## src/rtl/bfa_fifo.sv

```systemverilog
// ----------------------------------------------------------------------------
// bfa_fifo
// Short command queue between front and back.
// ----------------------------------------------------------------------------
`default_nettype none

module bfa_fifo #(
  parameter int unsigned Width = 8,
  parameter int unsigned Depth = 2
) (
  input  wire logic             clk_i,
  input  wire logic             rst_ni,
  input  wire logic             flush_i,
  input  wire logic             push_valid_i,
  output      logic             push_ready_o,
  input  wire logic [Width-1:0] push_data_i,
  output      logic             pop_valid_o,
  input  wire logic             pop_ready_i,
  output      logic [Width-1:0] pop_data_o
);

  localparam int unsigned PtrW = (Depth > 1) ? $clog2(Depth) : 1;
  localparam int unsigned CntW = $clog2(Depth + 1);

  logic [Width-1:0] slot_q [Depth];
  logic [PtrW-1:0]  wr_q, rd_q;
  logic [CntW-1:0]  cnt_q;
  logic             push, pop;

  assign push_ready_o = (cnt_q != CntW'(Depth));
  assign pop_valid_o  = (cnt_q != '0);
  assign pop_data_o   = slot_q[rd_q];
  assign push         = push_valid_i && push_ready_o;
  assign pop          = pop_valid_o && pop_ready_i;

  always_ff @(posedge clk_i) begin
    if (push) begin
      slot_q[wr_q] <= push_data_i;
    end
  end

  always_ff @(posedge clk_i or negedge rst_ni) begin
    if (!rst_ni) begin
      wr_q  <= '0;
      rd_q  <= '0;
      cnt_q <= '0;
    end else if (flush_i) begin
      wr_q  <= '0;
      rd_q  <= '0;
      cnt_q <= '0;
    end else begin
      if (push) begin
        wr_q <= (wr_q == PtrW'(Depth - 1)) ? '0 : wr_q + 1'b1;
      end
      if (pop) begin
        rd_q <= (rd_q == PtrW'(Depth - 1)) ? '0 : rd_q + 1'b1;
      end
      if (push && !pop) begin
        cnt_q <= cnt_q + 1'b1;
      end else if (pop && !push) begin
        cnt_q <= cnt_q - 1'b1;
      end
    end
  end

endmodule

`default_nettype wire

```

## config.mk

```make
export PLATFORM = sky130hd
export DESIGN_NAME = bfa_fifo
export DESIGN_NICKNAME = d
export VERILOG_FILES = /design/src/rtl/bfa_fifo.sv
export SDC_FILE = /design/constraint.sdc
export NUM_CORES = 1
export LEC_CHECK = 0
export ABC_CLOCK_PERIOD_IN_PS = 2400
export BUFFER_PORTS_ARGS = -buffer_cell sky130_fd_sc_hd__buf_2
export CAP_MARGIN = 20
export CELL_PAD_IN_SITES_DETAIL_PLACEMENT = 0
export CELL_PAD_IN_SITES_GLOBAL_PLACEMENT = 1
export CORE_AREA = 2 2 47 49
export CTS_CLUSTER_SIZE = 8
export DETAILED_ROUTE_END_ITERATION = 12
export DIE_AREA = 0 0 49 51
export PLACE_DENSITY = 0.85
export SYNTH_ARGS = -nofsm -noshare
export SYNTH_HDL_FRONTEND = slang
export SYNTH_SLANG_ARGS = --single-unit
```

## constraint.sdc

```tcl
create_clock -name clk_i -period 2.4 [get_ports clk_i]
set_input_delay 0.12 -clock clk_i [delete_from_list [all_inputs] [get_ports clk_i]]
set_output_delay 0.12 -clock clk_i [all_outputs]
set_load 0.03 [all_outputs]
```

==> results.json <==
{
  "outcome": "complete, no violations",
  "post-route-period-util": 0.6766,
  "dp_hpwl_microns": 991.4,
  "first_pass_iters": 4,
  "p_per_area_mw_per_mm2": 680.3,
  "static-leakage-power_nw": 0.3893,
  "arrival_ns": 1.59,
  "drive_above_1_share": 0.4868,
  "finalClockSkew_ns": 0.004524,
  "clk_latency_ns": 0.29,
  "finish.utilization": 0.4748,
  "min_path_type": "input port to flip-flop",
  "dieArea_sq_mm": 0.002499,
  "setup_viol": 0,
  "tritoncts": "done",
  "die_x_microns": 49,
  "cts_root_buffer": "clkbuf_4",
  "fin_crit_ns": 1.624,
  "path_class": "flip-flop to flip-flop",
  "synth_cell_types": 20,
  "numPortBuffers": 22,
  "num_antenna_cells": 0,
  "htreeDepth": 1,
  "p_switching_uw": 168.8,
  "ys_ff_latch": 20,
  "ys_seq_area_frac": 0.7284,
  "drc": 0,
  "yosys_warnings": 0,
  "dr.first_iter.drc_count": 3,
  "final.setup.tns_ns": 0,
  "hold_violations": 0,
  "power_frac_comb": 0.162,
  "p_int_uw": 497.7,
  "relSlewSlack": 0.7520,
  "cap_violations": 0,
  "gp_congestion": 0.7833,
  "synth_area_sq_um": 797.0,
  "cts_buffers": 3,
  "grt_max_degree": 11,
  "io_pins": 23,
  "avgViaCountPerCell": 4.769,
  "area_delta_synth_final_pct": 22.92,
  "rows": 17,
  "rsz0062_at_grt": "false",
  "cp-end-kind": "flip-flop",
  "die_y_microns": 51,
  "fmax_ghz": 0.6159,
  "grt_first_pass_wirelength_microns": 2290,
  "postCtsSetupBuffers": 0,
  "clkPwrFrac": 0.225,
  "drv_slew": 0,
  "final_cell_mix": "22 x buf_2, 16 x edfxtp_1, 8 x mux2_2, 4 x dfrtp_1",
  "layout_commonest_cell": "buf_2",
  "syn_inst": 50,
  "drtAntennaViolNets": 0,
  "grt_use_total": 0.1230,
  "max-vdd-ir-drop_mv": 0.2533,
  "wl_per_cell_microns": 12.91,
  "clockBufferDepth": 2,
  "synthesis.nets": 63,
  "start_kind": "flip-flop",
  "initial_utilization": 0.3863,
  "num-nets-final": 91,
  "via_count": 496,
  "required_ns": 2.37,
  "grt-ovfl-total": 0,
  "grt_pass1_vias": 519,
  "cp_max_fo": 8,
  "worst_slew_pin_slew_ns": 0.3720,
  "swShare": 0.2533,
  "clk_pin_slew_worst_paths_ns": 0.11,
  "avgSynthCellArea_sq_um": 15.94,
  "routed_wl_microns": 1343,
  "coreArea_sq_mm": 0.002063,
  "antenna_found_initial": 0,
  "cts.sinks": 20,
  "p_seq_frac": 0.613
}
-- state kept, by name (all words and copies together), names as in the netlist --
| register | cells |
|---|---|
| wr_q | 1 |
| slot_q | 16 |
| rd_q | 1 |
| cnt_q | 2 |
-- cell type report --
class                           count  area [sq um]
Clock buffer                        3         22.52
Fill cell                         194          1084
Inverter                            3         11.26
Multi-Input combinational cell     26         200.2
Sequential cell                    20         580.6
Tap cell                           28         35.03
Timing Repair Buffer               24         130.1
-- Yosys cell counts, drive strengths merged --
library cell,count,area share
a21oi,2,0.013
a2bb2oi,1,0.011
a31oi,1,0.0079
and3,1,0.0094
buf,1,0.0063
dfrtp,4,0.13
edfxtp,16,0.60
inv,3,0.014
mux2,8,0.11
nand2,1,0.0047
nand3,1,0.0063
nand3b,1,0.0094
nor2,2,0.0094
nor2b,1,0.0079
o21ai,3,0.019
or2,1,0.0079
or3,1,0.0094
or4b,1,0.013
xor2,1,0.011
-- kinds of logic after synthesis --
| logic type | synth area share |
|---|---|
| XOR/XNOR | 0.01099 |
| AND/OR/NAND/NOR | 0.07694 |
| flip-flops | 0.7284 |
| multiplexers | 0.1130 |
| buffers and inverters | 0.02040 |
| AO/OA/AOI/OAI | 0.05024 |
-- power groups by stage --
stage,Clock (mW),Combinational [mW],Sequential [mW]
after global placement,0,0.104,0.415
after CTS,0.152,0.108,0.409
after global routing,0.169,0.116,0.412
after detailed placement,0,0.107,0.417
after floorplan,0,0.0769,0.409
final,0.150,0.108,0.408
-- worst max-delay path, cell delays in order (launching register included) --
cell     delay, ns
dfrtp_1       0.43
nor2b_1       0.18
or3_2         0.43
inv_1         0.27
-- routing by layer --
metal	vias to the layer above	wire length (microns)	share of wire	GRT usage
met5	-	0	0	0
met2	19	657	0.49	0.2283
met3	0	70	0.052	0.02924
met1	236	615	0.46	0.1382
li1	241	-	-	-
met4	0	0	0	0.04286
-- stage by stage --
step	hold WS [ns]	worst slack [ns]	instances	area (sq um)	total power [mW]
4_1_cts	0.01461	0.7713	103	969.7	0.6691
3_3_place_gp	-0.06592	0.8371	99	937.1	0.5198
5_1_grt	0.002770	0.7051	104	979.7	0.6970
6_report	0.01850	0.7763	104	979.7	0.6665
2_1_floorplan	-0.1756	0.9211	50	797.0	0.4860
3_5_place_dp	-0.06469	0.7857	99	937.1	0.5231
-- final timing paths --
check                          startpoint      endpoint  slack (ns)  cells past startpoint
max                              cnt_q[1]  slot_q[0][6]        0.78                      3
min                        push_data_i[7]  slot_q[1][7]        0.02                      1
max reg2reg                      cnt_q[1]  slot_q[0][6]        0.78                      3
min reg2reg                          wr_q          wr_q        0.57                      2
max in group asynchronous          rst_ni          wr_q        2.12                      2
min in group asynchronous          rst_ni      cnt_q[1]        0.15                      2
-- what timing repair did --
action,CTS,global route
endpoints found under the hold margin,4,2
resized for setup,0,0
hold buffers,1,1
endpoints found under the setup margin,0,0
No activity file was read; power rests on OpenSTA's default activity.
