$ cat src/rtl/bfa_pkg.sv
// ----------------------------------------------------------------------------
// bfa_pkg
// Shared constants, codes and word layouts of the best-fit allocator.
// ----------------------------------------------------------------------------
`default_nettype none

package bfa_pkg;

  localparam int unsigned AddrBits       = 31;
  localparam int unsigned StampBits      = 16;
  localparam int unsigned SlotBits       = 16;
  localparam int unsigned ResBits        = 32;
  localparam int unsigned HistDepthDef   = 1024;
  localparam int unsigned FreeEntriesDef = 1024;
  localparam int unsigned CmdQueueDepth  = 2;

  localparam logic [AddrBits-1:0]       MemSizeRst = AddrBits'(1024);
  localparam logic signed [ResBits-1:0] Reject     = '1;

  // front to back command kinds
  typedef enum logic [1:0] {
    CMD_REJECT = 2'd0,  // history full, answer -1, no state change
    CMD_ZERO   = 2'd1,  // zero length, slot filled as failed
    CMD_ALLOC  = 2'd2,
    CMD_REL    = 2'd3
  } cmd_kind_e;

  typedef struct packed {
    cmd_kind_e             kind;
    logic [AddrBits-1:0]   amount;
    logic [SlotBits-1:0]   slot;     // history slot this item fills
    logic [SlotBits-1:0]   hist;     // slot named by a release
    logic                  rel_ok;   // release number in range
    logic                  slot_ok;  // release fills a slot
  } cmd_t;

  typedef struct packed {
    logic                  used;
    logic [StampBits-1:0]  stamp;
    logic [AddrBits-1:0]   start;
    logic [AddrBits-1:0]   len;
  } free_word_t;

  typedef struct packed {
    logic                  live;
    logic [AddrBits-1:0]   start;
    logic [AddrBits-1:0]   len;
  } grant_word_t;

  typedef enum logic [1:0] {
    SM_ALLOC = 2'd0,
    SM_REL   = 2'd1,
    SM_RENUM = 2'd2
  } scan_mode_e;

endpackage

`default_nettype wire

$ cat src/rtl/bfa_front.sv
// ----------------------------------------------------------------------------
// bfa_front
// Accepts requests, tracks history slots and classifies each item.
// ----------------------------------------------------------------------------
`default_nettype none

module bfa_front #(
  parameter int unsigned HistDepth = 1024
) (
  input  wire logic                         clk_i,
  input  wire logic                         rst_ni,
  input  wire logic                         init_i,
  input  wire logic                         clearing_i,
  input  wire logic                         req_valid_i,
  output      logic                         req_ready_o,
  input  wire logic                         op_i,
  input  wire logic [bfa_pkg::AddrBits-1:0] amount_i,
  output      logic                         cmd_valid_o,
  input  wire logic                         cmd_ready_i,
  output      bfa_pkg::cmd_t                cmd_o
);
  import bfa_pkg::*;

  localparam int unsigned RcW = $clog2(HistDepth + 1);

  logic [RcW-1:0] rc_q;
  logic           full;
  logic           accept;

  assign full        = (rc_q == RcW'(HistDepth));
  assign req_ready_o = cmd_ready_i && !clearing_i;
  assign cmd_valid_o = req_valid_i && !clearing_i;
  assign accept      = req_valid_i && req_ready_o;

  always_comb begin
    cmd_o         = '0;
    cmd_o.amount  = amount_i;
    cmd_o.slot    = SlotBits'(rc_q);
    cmd_o.hist    = SlotBits'(amount_i - 1'b1);
    cmd_o.rel_ok  = (amount_i != '0) && (amount_i <= AddrBits'(rc_q));
    cmd_o.slot_ok = !full;
    if (op_i) begin
      cmd_o.kind = CMD_REL;
    end else if (full) begin
      cmd_o.kind = CMD_REJECT;
    end else if (amount_i == '0) begin
      cmd_o.kind = CMD_ZERO;
    end else begin
      cmd_o.kind = CMD_ALLOC;
    end
  end

  // every accepted item fills a slot until the history is full
  always_ff @(posedge clk_i or negedge rst_ni) begin
    if (!rst_ni) begin
      rc_q <= '0;
    end else if (init_i) begin
      rc_q <= '0;
    end else if (accept && !full) begin
      rc_q <= rc_q + 1'b1;
    end
  end

endmodule

`default_nettype wire

$ cat config.mk
export PLATFORM = sky130hd
export DESIGN_NAME = bfa_front
export DESIGN_NICKNAME = d
export VERILOG_FILES = /design/src/rtl/bfa_pkg.sv /design/src/rtl/bfa_front.sv
export SDC_FILE = /design/constraint.sdc
export NUM_CORES = 1
export LEC_CHECK = 0
export BUFFER_PORTS_ARGS = -buffer_cell sky130_fd_sc_hd__buf_2
export CORE_ASPECT_RATIO = 0.9
export CORE_MARGIN = 5
export CORE_UTILIZATION = 37
export DETAILED_ROUTE_END_ITERATION = 8
export PLACE_DENSITY_LB_ADDON = 0.08
export SKIP_CTS_REPAIR_TIMING = 1
export SKIP_LAST_GASP = 1
export SLEW_MARGIN = 20
export SYNTH_ARGS = -nofsm -noshare
export SYNTH_HDL_FRONTEND = slang
export SYNTH_SLANG_ARGS = --single-unit
$ cat constraint.sdc
create_clock -name clk_i -period 2 [get_ports clk_i]
set_input_delay 0.4 -clock clk_i [delete_from_list [all_inputs] [get_ports clk_i]]
set_output_delay 0.4 -clock clk_i [all_outputs]
set_load 0.1 [all_outputs]
==> metrics.sh <==
FINALCLOCKSKEW_NS=0.000783
PLACE_AREA_UM2=2850
HOLD_WS_NS=0.0206
RSZ0062_AT_GRT='true'
FAILED_CHECKS='negative setup slack'
GRT_START_MAX_NET_PINS=12
LARGEST-REGISTER='rc_q'
IO_PINS=107
ANTENNA_FOUND_INITIAL=0
FINAL_CRITICAL_PATH_SETUP_SLACK_NS=-0.376
LAYOUT_COMMONEST_CELL='sky130_fd_sc_hd__buf_2'
FINAL_DESIGN_AREA_NO_FILL_UM2=3220
CLK_ROOT_BUFFER_CELL='sky130_fd_sc_hd__clkbuf_8'
FIN_CRIT_NS=2.38
ANTENNA-DIODE-COUNT=0
PORT_BUFFERS=101
STATUS='finished, violations left'
TRITONCTS='done'
LAYOUT_WORST_PATH_CYCLE_SHARE=1.19
MAXSLEWHEADROOM=0.661
VIA_PER_INST=4.88
CRITPATHSLOWESTCELL='sky130_fd_sc_hd__or3_4'
CRIT_PATH_FREQUENT_CELL='sky130_fd_sc_hd__or3_4'
FINAL_NET_COUNT=367
MIN-DELAY-PATH-CLASS='in -> async'
SYN-INSTANCE-COUNT=186
SETUP_VIOLATIONS=12
WORST-R2R-SETUP-SLACK_NS=0.06
COMMONEST_NON_FILL_NON_TAP_CELLS_IN_THE_LAYOUT='sky130_fd_sc_hd__buf_2 (75), sky130_fd_sc_hd__buf_4 (49), sky130_fd_sc_hd__buf_12 (18)'
LARGEST_REGISTER_FF_COUNT=11
CRITPATHARRIVALTIME_NS=1.98
FILLCELLCOUNT=209
GRT-OVFL-TOTAL=0
CORE-AREA_UM2=3810
SYNTH_TOP_CELL_AREA_SHARE=0.185
POWER.STATIC_LEAKAGE_nW=1.44
MET1_USAGE=0.206
AREA_GROWTH_PCT=116
LAYOUT_TOP_REGISTERS='rc_q x11'
RR_STARTPOINT='rc_q[1]'
LAYOUT-DRIVE-GT1-SHARE=0.736
CRITICAL-PATH-MAX-STAGE-DELAY_NS=0.43
POST_SYNTH_MAIN_AREA_CONTRIBUTORS='sky130_fd_sc_hd__dfrtp_1 (18%), sky130_fd_sc_hd__buf_4 (18%), sky130_fd_sc_hd__ha_1 (12%)'
DIE_WIDTH_UM=76.9
FLOORPLAN.ROWS=21
FIRSTDRTPASSITERS=4
CRITICALPATHCATEGORY='in -> out'
WORST_PATH_DOMINANT_CELL_FAMILY='simple AND/OR/NAND/NOR gates'
VIAS=1758
CRITICAL_PATH.ENDPOINT_TYPE='output port'
GR-USAGE-ALL-LAYERS=0.167
CLK-INSERTION-DELAY-LATE_NS=0.24
CTS_NUM_SINKS=11
GLOBAL_ROUTING_MET3_RESOURCE_UTILIZATION=0.0257
DIEAREA_UM2=5400
SYNTH_AREA_UM2=1490
WORSTPATHMAXFANOUT=3
CLK_TRANSITION_REPORTED_PATHS_NS=0.05
FLOORPLAN.INITIALDENSITY=0.391
ROUTABILITYCONGESTION=0.889
SEQUENTIAL_TO_TOTAL_AREA_SHARE_FROM_YOSYS_STAT=0.185
DIE_H_UM=70.2
R2R_END='rc_q[2]'
GLOBAL_ROUTE.PEAK_USAGE_LAYER='met2'
YS_WARN_COUNT=0
VDD_IR_DROP_MAX_uV=394
POWER_PER_CELL_AREA_nW_PER_UM2=423
DP_HPWL_MM=4.12
TIMING.CRITICAL_PATH.FROM_TYPE='input pin'
WORST_SLEW_PIN_SLEW_NS=0.502
SLEW_VIOL_FINAL=0
CRIT_PATH_CELL_TRACE='buf_6 -> or3_4 -> nand3b_1 -> or3_4 -> a211oi_4 -> buf_12'
DETAILEDROUTE.FIRSTITERATIONVIOLATIONS=58
NUMBER_OF_BUFFERS_CREATED_BY_CTS=3
WORST_R2R_PATH_DEPTH=9
H_TREE_DEPTH_REPORTED_BY_CTS=1
ANT_NETS=0
PATH_BUF_INV=2
REQUIRED_NS=1.60
REPORT.FINAL.HOLD_VIOL_COUNT=0
GRT_PASS1_WL_MM=7.61
GRT_UTIL_MET2=0.301
MAXIMUM_CAPACITANCE_VIOLATIONS=0
AVG_INST_SIZE_SYNTH_UM2=8.02
TIMING.FMAX_GHz=0.421
REMAINING_DRC_ERRORS=0
YS_TYPES=30
NUMBER_OF_GLOBAL_ROUTE_VIAS_BEFORE_REPAIR=1683
MAX-CLOCK-PATH-BUFFERS=2
ROUTED_WIRE_LENGTH_PER_INSTANCE_UM=15.0
SYNTH_SEQ_CELLS=11
DRT_WL_TOTAL_MM=5.39
NETLIST.TOP_CELL.BY_AREA='sky130_fd_sc_hd__dfrtp_1'
==> metal layers <==
metal	wire (um)	share of wire	vias up
met5	0	0	-
met3	333	0.062	11
li1	-	-	866
met1	2070	0.38	809
met2	2890	0.54	72
met4	93	0.017	0
==> per-stage QoR <==
stage / setup slack [ns] / total power, mW / util / setup TNS [ns] / cells
floorplan: -1.14 / 0.872 / - / -8.30 / 190
global placement: -0.347 / 1.09 / 0.748 / -2.47 / 346
detailed placement: -0.371 / 1.09 / 0.748 / -2.60 / 346
CTS: -0.375 / 1.32 / 0.760 / -2.80 / 350
global route: -0.429 / 1.41 / 0.844 / -3.42 / 360
finish: -0.376 / 1.36 / 0.844 / -2.34 / 360
==> report_power, final <==
group | switching (mW) | leakage, nW | total (mW) | internal (mW)
clock | 0.0836 | 0.0228 | 0.224 | 0.140
sequential | 0.00138 | 0.134 | 0.227 | 0.225
combinational | 0.648 | 1.28 | 0.909 | 0.261
total | 0.733 | 1.44 | 1.36 | 0.626
==> synth_stat cells <==
cell and instances:
sky130_fd_sc_hd__a211oi_2 1, sky130_fd_sc_hd__a21o_1 4, sky130_fd_sc_hd__a21oi_1 8, sky130_fd_sc_hd__a41oi_1 1, sky130_fd_sc_hd__and4_2 1, sky130_fd_sc_hd__buf_4 36
sky130_fd_sc_hd__clkbuf_1 1, sky130_fd_sc_hd__conb_1 1, sky130_fd_sc_hd__dfrtp_1 11, sky130_fd_sc_hd__ha_1 14, sky130_fd_sc_hd__inv_1 14, sky130_fd_sc_hd__mux2i_1 1
sky130_fd_sc_hd__nand2_1 7, sky130_fd_sc_hd__nand2b_1 1, sky130_fd_sc_hd__nand3_1 5, sky130_fd_sc_hd__nand3b_1 4, sky130_fd_sc_hd__nand4_1 6, sky130_fd_sc_hd__nand4_2 1
sky130_fd_sc_hd__nand4b_1 2, sky130_fd_sc_hd__nor2_1 14, sky130_fd_sc_hd__nor2b_1 3, sky130_fd_sc_hd__nor3_1 10, sky130_fd_sc_hd__nor4_1 10, sky130_fd_sc_hd__nor4_4 1
sky130_fd_sc_hd__nor4b_1 1, sky130_fd_sc_hd__o21a_1 1, sky130_fd_sc_hd__o21ai_0 1, sky130_fd_sc_hd__or3_1 4, sky130_fd_sc_hd__xnor2_1 13, sky130_fd_sc_hd__xor2_1 9
==> worst reg2reg max path: stages, from the launching register on <==
cell and delay [ns]:
sky130_fd_sc_hd__dfrtp_4 0.48, sky130_fd_sc_hd__inv_4 0.08, sky130_fd_sc_hd__buf_6 0.09, sky130_fd_sc_hd__ha_4 0.11, sky130_fd_sc_hd__nor4b_4 0.21, sky130_fd_sc_hd__buf_4 0.15
sky130_fd_sc_hd__buf_4 0.09, sky130_fd_sc_hd__a41oi_1 0.25, sky130_fd_sc_hd__a21o_1 0.27, sky130_fd_sc_hd__a21oi_1 0.13
==> final cells by class <==
type	count	area, um2	area share
multi-input cells	128	1480	0.460
repair buffers	157	1280	0.397
flip-flops and latches	11	294	0.0914
inverters	14	62.6	0.0195
well taps	46	57.6	0.0179
clock buffers	4	45.0	0.0140
==> worst max-delay path by stage <==
stage	startpoint	to	slack, ns	depth (start not counted)
2_1_floorplan	rc_q[1]	cmd_o[65]	-1.14	5
3_3_place_gp	amount_i[12]	cmd_o[66]	-0.35	6
3_5_place_dp	amount_i[12]	cmd_o[66]	-0.37	6
4_1_cts	amount_i[12]	cmd_o[66]	-0.38	6
5_1_grt	rc_q[5]	cmd_o[1]	-0.43	7
6_report	amount_i[13]	cmd_o[1]	-0.38	6
==> logic make-up (layout without fill, tap and decap cells) <==
logic type / count (synthesis) / after routing / synth area share
compound gates: 16 / 16 / 0.0696
mux: 1 / 1 / 0.00671
other cells: 1 / 5 / 0.00251
xor+xnor: 22 / 22 / 0.129
simple gates: 70 / 70 / 0.271
buf+inv: 51 / 175 / 0.219
fa+ha+maj: 14 / 14 / 0.117
flops: 11 / 11 / 0.185
(Power assumes the default switching activity.)
